### src/rtl/polynomial_add_sub_multiply_top_assert.svh
// Assertion macros for the polynomial add, subtract and multiply block.
// Needs clk and rst_n in the scope of each file that uses the macros.
`ifndef POLYNOMIAL_ADD_SUB_MULTIPLY_TOP_ASSERT_SVH
`define POLYNOMIAL_ADD_SUB_MULTIPLY_TOP_ASSERT_SVH
`ifndef SYNTHESIS
`define PASM_ASSERT_IMP(lbl, ante, cons) \
    lbl: assert property (@(posedge clk) disable iff (!rst_n) (ante) |-> (cons)) \
        else $error("Implication check failed.");
`define PASM_ASSERT_NEXT(lbl, ante, cons) \
    lbl: assert property (@(posedge clk) disable iff (!rst_n) (ante) |=> (cons)) \
        else $error("Next-cycle check failed.");
`else
`define PASM_ASSERT_IMP(lbl, ante, cons)
`define PASM_ASSERT_NEXT(lbl, ante, cons)
`endif
`endif

### src/rtl/pasm_pkg.sv
// Shared constants and types for the polynomial add, subtract and multiply block.
// Used by pasm_coeff_store, polynomial_add_sub_multiply_top and the testbench; no dependencies.
package pasm_pkg;

    localparam int MAX_DEGREE  = 15;
    localparam int COEFF_W     = 16;
    localparam int STORE_DEPTH = MAX_DEGREE + 1;
    localparam int DEG_W       = $clog2(STORE_DEPTH);
    localparam int OUT_DEG_W   = DEG_W + 1;
    localparam int SUM_W       = COEFF_W + 1;
    localparam int MUL_W       = 2 * COEFF_W;
    localparam int PROD_W      = 36;

    typedef enum logic [1:0] {
        S_IDLE,
        S_SUMRD,
        S_MAC,
        S_DRAIN
    } state_t;

    typedef struct packed {
        logic                      we;
        logic [DEG_W-1:0]          addr;
        logic signed [COEFF_W-1:0] data;
    } store_wr_t;

endpackage

### src/rtl/polynomial_add_sub_multiply_top.sv
// Loads are accepted only in the idle state. The item marked last starts a job that emits
// one result per degree d from ta+tb down to 0, where ta and tb are the top degrees loaded.
// For each degree the block reads the sum operands, then issues the product terms one at a
// time, as each coefficient memory has a single read port feeding one multiply-accumulate
// unit; it then drains the pipeline and waits until the output is free.
// Depends on pasm_pkg, pasm_coeff_store and polynomial_add_sub_multiply_top_assert.svh.
`include "polynomial_add_sub_multiply_top_assert.svh"

module polynomial_add_sub_multiply_top
(
    input  logic                                 clk,
    input  logic                                 rst_n,
    input  logic                                 in_valid,
    output logic                                 in_ready,
    input  logic                                 cmd,
    input  logic [pasm_pkg::DEG_W-1:0]           degree,
    input  logic signed [pasm_pkg::COEFF_W-1:0]  coeff,
    input  logic                                 last,
    output logic                                 out_valid,
    input  logic                                 out_ready,
    output logic [pasm_pkg::OUT_DEG_W-1:0]       out_degree,
    output logic signed [pasm_pkg::SUM_W-1:0]    sum,
    output logic signed [pasm_pkg::SUM_W-1:0]    difference,
    output logic signed [pasm_pkg::PROD_W-1:0]   product,
    output logic                                 in_sum_range,
    output logic                                 final_res
);

    pasm_pkg::state_t state_reg, state_next;

    logic [pasm_pkg::DEG_W-1:0]     ta_reg, tb_reg, ta_upd, tb_upd;
    logic [pasm_pkg::OUT_DEG_W-1:0] d_reg;
    logic [pasm_pkg::DEG_W-1:0]     i_reg, hi_reg, lo_val, hi_val;
    logic [pasm_pkg::OUT_DEG_W-1:0] j_full;
    logic                           sum_cap_reg, p1_vld_reg, p2_vld_reg;

    logic signed [pasm_pkg::COEFF_W-1:0] a_rd, b_rd;
    logic signed [pasm_pkg::MUL_W-1:0]   mul_reg;
    logic signed [pasm_pkg::PROD_W-1:0]  acc_reg;
    logic signed [pasm_pkg::SUM_W-1:0]   sum_reg, diff_reg;

    logic                                out_valid_reg;
    logic [pasm_pkg::OUT_DEG_W-1:0]      out_degree_reg;
    logic signed [pasm_pkg::SUM_W-1:0]   out_sum_reg, out_diff_reg;
    logic signed [pasm_pkg::PROD_W-1:0]  out_prod_reg;
    logic                                out_rng_reg, out_final_reg;

    pasm_pkg::store_wr_t       wr_a, wr_b;
    logic [pasm_pkg::DEG_W-1:0] raddr_a, raddr_b;
    logic                       accept, out_free, pipe_empty, out_load, job_clear;
    logic                       mac_issue, in_rng;
    logic [pasm_pkg::DEG_W-1:0] sum_top;

    assign accept     = in_valid && in_ready;
    assign out_free   = !out_valid_reg || out_ready;
    assign pipe_empty = !p1_vld_reg && !p2_vld_reg;
    assign ta_upd     = (accept && !cmd && degree > ta_reg) ? degree : ta_reg;
    assign tb_upd     = (accept && cmd && degree > tb_reg) ? degree : tb_reg;
    assign sum_top    = (ta_reg > tb_reg) ? ta_reg : tb_reg;
    assign in_rng     = d_reg <= {1'b0, sum_top};
    assign j_full     = d_reg - {1'b0, i_reg};
    assign lo_val     = (d_reg > {1'b0, tb_reg}) ?
                        pasm_pkg::DEG_W'(d_reg - {1'b0, tb_reg}) : '0;
    assign hi_val     = (d_reg > {1'b0, ta_reg}) ? ta_reg : d_reg[pasm_pkg::DEG_W-1:0];

    pasm_coeff_store u_store_a
    (
        .clk   (clk),
        .rst_n (rst_n),
        .wr    (wr_a),
        .clear (job_clear),
        .raddr (raddr_a),
        .rdata (a_rd)
    );

    pasm_coeff_store u_store_b
    (
        .clk   (clk),
        .rst_n (rst_n),
        .wr    (wr_b),
        .clear (job_clear),
        .raddr (raddr_b),
        .rdata (b_rd)
    );

    always_comb
    begin
        state_next = state_reg;
        unique case (state_reg)
            pasm_pkg::S_IDLE:
            begin
                if (in_valid && last)
                begin
                    state_next = pasm_pkg::S_SUMRD;
                end
            end
            pasm_pkg::S_SUMRD:
            begin
                state_next = pasm_pkg::S_MAC;
            end
            pasm_pkg::S_MAC:
            begin
                if (i_reg == hi_reg)
                begin
                    state_next = pasm_pkg::S_DRAIN;
                end
            end
            pasm_pkg::S_DRAIN:
            begin
                if (pipe_empty && out_free)
                begin
                    state_next = (d_reg == '0) ? pasm_pkg::S_IDLE : pasm_pkg::S_SUMRD;
                end
            end
            default:
            begin
                state_next = pasm_pkg::S_IDLE;
            end
        endcase
    end

    always_comb
    begin
        in_ready  = 1'b0;
        mac_issue = 1'b0;
        out_load  = 1'b0;
        raddr_a   = i_reg;
        raddr_b   = j_full[pasm_pkg::DEG_W-1:0];
        unique case (state_reg)
            pasm_pkg::S_IDLE:
            begin
                in_ready = 1'b1;
            end
            pasm_pkg::S_SUMRD:
            begin
                raddr_a = d_reg[pasm_pkg::DEG_W-1:0];
                raddr_b = d_reg[pasm_pkg::DEG_W-1:0];
            end
            pasm_pkg::S_MAC:
            begin
                mac_issue = 1'b1;
            end
            pasm_pkg::S_DRAIN:
            begin
                out_load = pipe_empty && out_free;
            end
            default:
            begin
                in_ready = 1'b0;
            end
        endcase
        job_clear  = out_load && (d_reg == '0);
        wr_a.we    = accept && !cmd;
        wr_a.addr  = degree;
        wr_a.data  = coeff;
        wr_b.we    = accept && cmd;
        wr_b.addr  = degree;
        wr_b.data  = coeff;
    end

    always_ff @(posedge clk or negedge rst_n)
    begin
        if (!rst_n)
        begin
            state_reg     <= pasm_pkg::S_IDLE;
            ta_reg        <= '0;
            tb_reg        <= '0;
            d_reg         <= '0;
            i_reg         <= '0;
            hi_reg        <= '0;
            sum_cap_reg   <= 1'b0;
            p1_vld_reg    <= 1'b0;
            p2_vld_reg    <= 1'b0;
            out_valid_reg <= 1'b0;
        end
        else
        begin
            state_reg   <= state_next;
            sum_cap_reg <= (state_reg == pasm_pkg::S_SUMRD);
            p1_vld_reg  <= mac_issue;
            p2_vld_reg  <= p1_vld_reg;
            if (job_clear)
            begin
                ta_reg <= '0;
                tb_reg <= '0;
            end
            else
            begin
                ta_reg <= ta_upd;
                tb_reg <= tb_upd;
            end
            if (accept && last)
            begin
                d_reg <= {1'b0, ta_upd} + {1'b0, tb_upd};
            end
            else if (out_load && d_reg != '0)
            begin
                d_reg <= d_reg - 1'b1;
            end
            if (state_reg == pasm_pkg::S_SUMRD)
            begin
                i_reg  <= lo_val;
                hi_reg <= hi_val;
            end
            else if (mac_issue && i_reg != hi_reg)
            begin
                i_reg <= i_reg + 1'b1;
            end
            if (out_load)
            begin
                out_valid_reg <= 1'b1;
            end
            else if (out_ready)
            begin
                out_valid_reg <= 1'b0;
            end
        end
    end

    always_ff @(posedge clk)
    begin
        if (p1_vld_reg)
        begin
            mul_reg <= a_rd * b_rd;
        end
        if (state_reg == pasm_pkg::S_SUMRD)
        begin
            acc_reg <= '0;
        end
        else if (p2_vld_reg)
        begin
            acc_reg <= acc_reg +
                       {{(pasm_pkg::PROD_W - pasm_pkg::MUL_W){mul_reg[pasm_pkg::MUL_W-1]}},
                        mul_reg};
        end
        if (sum_cap_reg)
        begin
            sum_reg  <= {a_rd[pasm_pkg::COEFF_W-1], a_rd} + {b_rd[pasm_pkg::COEFF_W-1], b_rd};
            diff_reg <= {a_rd[pasm_pkg::COEFF_W-1], a_rd} - {b_rd[pasm_pkg::COEFF_W-1], b_rd};
        end
        if (out_load)
        begin
            out_degree_reg <= d_reg;
            out_sum_reg    <= in_rng ? sum_reg : '0;
            out_diff_reg   <= in_rng ? diff_reg : '0;
            out_prod_reg   <= acc_reg;
            out_rng_reg    <= in_rng;
            out_final_reg  <= (d_reg == '0);
        end
    end

    assign out_valid    = out_valid_reg;
    assign out_degree   = out_degree_reg;
    assign sum          = out_sum_reg;
    assign difference   = out_diff_reg;
    assign product      = out_prod_reg;
    assign in_sum_range = out_rng_reg;
    assign final_res    = out_final_reg;

    `PASM_ASSERT_IMP(a_final_at_zero, out_valid && final_res, out_degree == '0)
    `PASM_ASSERT_IMP(a_mac_bound, state_reg == pasm_pkg::S_MAC, i_reg <= hi_reg)
    `PASM_ASSERT_IMP(a_acc_in_job, p2_vld_reg,
        state_reg == pasm_pkg::S_MAC || state_reg == pasm_pkg::S_DRAIN)
    `PASM_ASSERT_NEXT(a_clear_tops, job_clear, ta_reg == '0 && tb_reg == '0)

endmodule

### src/rtl/pasm_coeff_store.sv
// Coefficient store for one polynomial: synchronous memory with per-entry valid bits.
// Depends on pasm_pkg. Entries that are not valid read as zero.
module pasm_coeff_store
(
    input  logic                               clk,
    input  logic                               rst_n,
    input  pasm_pkg::store_wr_t                wr,
    input  logic                               clear,
    input  logic [pasm_pkg::DEG_W-1:0]         raddr,
    output logic signed [pasm_pkg::COEFF_W-1:0] rdata
);

    logic signed [pasm_pkg::COEFF_W-1:0] mem [pasm_pkg::STORE_DEPTH];
    logic [pasm_pkg::STORE_DEPTH-1:0]    valid_reg;
    logic signed [pasm_pkg::COEFF_W-1:0] rd_data_reg;
    logic                                rd_valid_reg;

    always_ff @(posedge clk)
    begin
        if (wr.we)
        begin
            mem[wr.addr] <= wr.data;
        end
        rd_data_reg <= mem[raddr];
    end

    always_ff @(posedge clk or negedge rst_n)
    begin
        if (!rst_n)
        begin
            valid_reg    <= '0;
            rd_valid_reg <= 1'b0;
        end
        else
        begin
            if (clear)
            begin
                valid_reg <= '0;
            end
            else if (wr.we)
            begin
                valid_reg[wr.addr] <= 1'b1;
            end
            rd_valid_reg <= valid_reg[raddr];
        end
    end

    assign rdata = rd_valid_reg ? rd_data_reg : '0;

endmodule

### config.mk
export PLATFORM = sky130hd
export DESIGN_NAME = polynomial_add_sub_multiply_top
export DESIGN_NICKNAME = d
export VERILOG_FILES = /design/src/rtl/pasm_pkg.sv /design/src/rtl/polynomial_add_sub_multiply_top.sv /design/src/rtl/pasm_coeff_store.sv
export VERILOG_INCLUDE_DIRS = /design/src /design/src/rtl
export SDC_FILE = /design/constraint.sdc
export NUM_CORES = 2
export LEC_CHECK = 0
export BUFFER_PORTS_ARGS = -buffer_cell sky130_fd_sc_hd__buf_2
export CAP_MARGIN = 20
export CORE_MARGIN = 1.5
export CORE_UTILIZATION = 30
export DETAILED_ROUTE_END_ITERATION = 8
export GPL_TIMING_DRIVEN = 0
export PLACE_DENSITY = 0.47
export SLEW_MARGIN = 15
export SYNTH_ARGS = -nofsm -noshare
export SYNTH_HDL_FRONTEND = slang
export SYNTH_SLANG_ARGS = --single-unit
### constraint.sdc
create_clock -name clk -period 8.63 [get_ports clk]
set_clock_uncertainty 0.2 [all_clocks]
set_input_delay 1.726 -clock clk [delete_from_list [all_inputs] [get_ports clk]]
set_output_delay 1.726 -clock clk [all_outputs]
set_load 0.05 [all_outputs]
==> metrics <==
Worst path slowest cell=fa_1; Yosys top cell area share=46.5%; Arrival @ worst endpoint=8500 ps; Crit Path Max Fanout=10; r2r worst-path depth=24; Final Cell Area=48600 µm²; P&R area growth vs syn=15.2%; H-tree Lvls=3; ys async rst share=7.80%; met3 global-route usage=2.85%; CTS tree=done; CP Class=reg2reg; hold buffers post-CTS=0; remaining antenna violation count=0; Post-DP HPWL=84900 µm; TritonCTS Buffers=88; DRC violations left=0; fin crit share=95.8%; setup TNS=0 ps; Primary FF master, synth=edfxtp_1; Mapped Nets=3628; CP endpoint kind=flop; Setup Viol. Count Final=0; Longest Clk Path Bufs=3; synthesis-stage register bit count=782; share of cells above drive strength 1=14.0%; status=finished, final reports clean; Fillers=13800; Final Hold Fails=0; Total Wirelength=115000 µm; Post-Syn Area per Cell=13.4 µm²; Antenna Cells=0; Cell variety after synth=68; CP Buf/Inv Count=6; fmax=0.121 GHz; HP Class=reg2reg; core region area=140000 µm²; Seq/Total Area, Yosys=53.3%; DR WL/cell=21.7 µm; Worst setup SP type=flop; Adder-Cell Fraction of Synth Area=18.3%; CP max stage delay=580 ps; most frequent cell after synthesis=edfxtp_1; simple-gate share of the synthesized area=8.10%; post-route minimum period=8270 ps; Reg clk slew, reported paths=70 ps; most frequent cell on the critical path=fa_1; Min Hold Slack=261 ps; unrepaired setup endpoints after global routing=false; initial antenna violation count=2; worst slack, placed=-351 ps; largest net degree at the start of global routing=61; initial DRC count=1764; via count=24900; Area after DPL=45600 µm²; Max-Slew Margin vs Limit=23.2%; RePlAce Congestion=0.884; setup slack after layout=361 ps; Initial Utilization=30.2%; DR pass1 iterations=5; # clock sinks=782; GRT met1 Usage=22.8%; Hold Path Depth=0; largest family of logic cells by synthesized area=adder cells; CTS root buf=clkbuf_16; overall die width=378 µm; top area cells in the synthesized netlist=edfxtp_1 46%, fa_1 13%, mux4_2 7.3%; die area=143000 µm²; Max Slew Vio Count=0; post-synth top area cell=edfxtp_1; Worst Tran Pin Value=1140 ps; total gr overflow=0; Syn Inst Count=3147; busiest grt layer=met2; Largest regs=u_store_a.mem x256, u_store_b.mem x256; CP Cell Sequence=and2_1 > clkbuf_1 > clkbuf_1 > ha_1 > inv_1 > fa_1 > inv_1 > fa_1 > fa_1 > fa_1 > fa_1 > inv_1 > fa_1 > inv_1 > ha_1 > nand3_1 > a211oi_1 > a22o_1 > or4_1 > o21a_1 > a41oi_2 > a21oi_2 > or4_1 > and4_1; Ys Warns=0; Crit path max-delay family=adder cells; PortBufs=104; hold wc startpoint=acc_reg[5]; post-layout net count=3852; Via density=4.68; synth cell count leaders=653 x edfxtp_1, 369 x inv_1, 319 x nor2_1; mux cell area share after synthesis=8.16%; Hold EP=product[5]; vias in the first global route=26200; I/O pins=105; GR Util met2=26.4%; global-route usage over all layers=16.4%; EDFF count, synth=653; Compound-Gate Fraction of Synth Area=5.56%; Max Cap Viol=0; R2R Setup Slk=360 ps; reg2reg end=mul_reg[31]; xor/xnor cell area share of the yosys netlist=2.16%; R2R Path Start=u_store_b.rd_valid_reg; cell area after synthesis=42200 µm²; Chip Height=378 µm; CP required=8860 ps; Cell Rows=137; clock latency on the worst-skew pair=710 ps; first-pass GRT wire length=172000 µm
-- cell usage in the layout, fill, tap and decap left out, types with 6 or more instances in the layout --
master and instances:
edfxtp_1 653, inv_1 367, nor2_1 286, fa_1 267, nand2_1 257, ha_1 187, mux4_2 136, buf_2 109
clkbuf_1 105, clkbuf_16 91, and2_1 89, a21oi_1 89, xnor2_1 78, dfxtp_1 68, dfrtp_1 59, o21ai_0 53
a211oi_1 48, a31oi_1 43, a21o_1 30, mux2i_1 29, nor2_2 28, xor2_1 26, nand3_1 21, nand2b_1 20
clkinv_1 18, clkinv_2 18, o21bai_1 18, buf_8 16, nor2b_1 15, buf_1 14, nor3_1 14, o21a_1 13
buf_6 12, clkinvlp_4 11, mux2_2 8, o22ai_1 8, nand4_1 6, o211ai_1 6, or3_1 6
-- worst max path at each step --
stage / from / to / slack (ps) / cells past startpoint
floorplan: u_store_b.rd_valid_reg / mul_reg[31] / 1320 / 27
global placement: u_store_b.rd_valid_reg / mul_reg[31] / -380 / 27
detailed placement: u_store_b.rd_valid_reg / mul_reg[31] / -350 / 27
CTS: u_store_b.rd_valid_reg / mul_reg[31] / 10 / 26
global route: u_store_a.rd_valid_reg / mul_reg[31] / 20 / 24
finish: u_store_b.rd_valid_reg / mul_reg[31] / 360 / 24
-- stage by stage --
stage | utilization [%] | std cells
6_report | 34.8 | 5323
2_1_floorplan | - | 3147
4_1_cts | 34.8 | 5322
3_3_place_gp | 32.3 | 5127
3_5_place_dp | 32.7 | 5157
5_1_grt | 34.8 | 5323
-- timing repair --
| action | in CTS | in global routing |
|---|---|---|
| hold endpoints to repair | 0 | 0 |
| setup buffers | 0 | 0 |
| setup endpoints to repair | 2 | 2 |
| gates cloned | 0 | 0 |
| gates resized for setup | 2 | 17 |
-- cell type report --
type                            instances  area, µm²  area share, %
Inverter                              384       1470           3.02
Timing Repair Buffer                  135        973           2.00
Buffer                                107        417          0.858
Tap cell                             1876       2350           4.83
Clock inverter                         48        500           1.03
Clock buffer                          118       2430           5.00
Sequential cell                       782      22500           46.3
Multi-Input combinational cell       1873      17900           36.9
-- per-layer routing --
layer  vias up  part of all wire [%]  routed length (µm)
met5         -                 0.011                  13
met4         2                   2.5                2830
met3       155                   5.0                5750
met2       572                    46               53500
met1     12700                    46               53400
li1      11500                     -                   -
-- cell families (layout without fill, tap and decap cells) --
| group | count (synthesis) | after routing |
|---|---|---|
| xor gates and xnor gates | 104 | 104 |
| muxes | 173 | 173 |
| buffers and inverters | 492 | 792 |
| adders and majority gates | 455 | 455 |
| DFF | 782 | 782 |
| AOI/OAI and AO/OA | 360 | 360 |
| and+or+nand+nor | 781 | 781 |
Power is left out: the tool's default activity adds up to more than one toggle a clock period on the data nets, which glitch-free logic cannot reach.
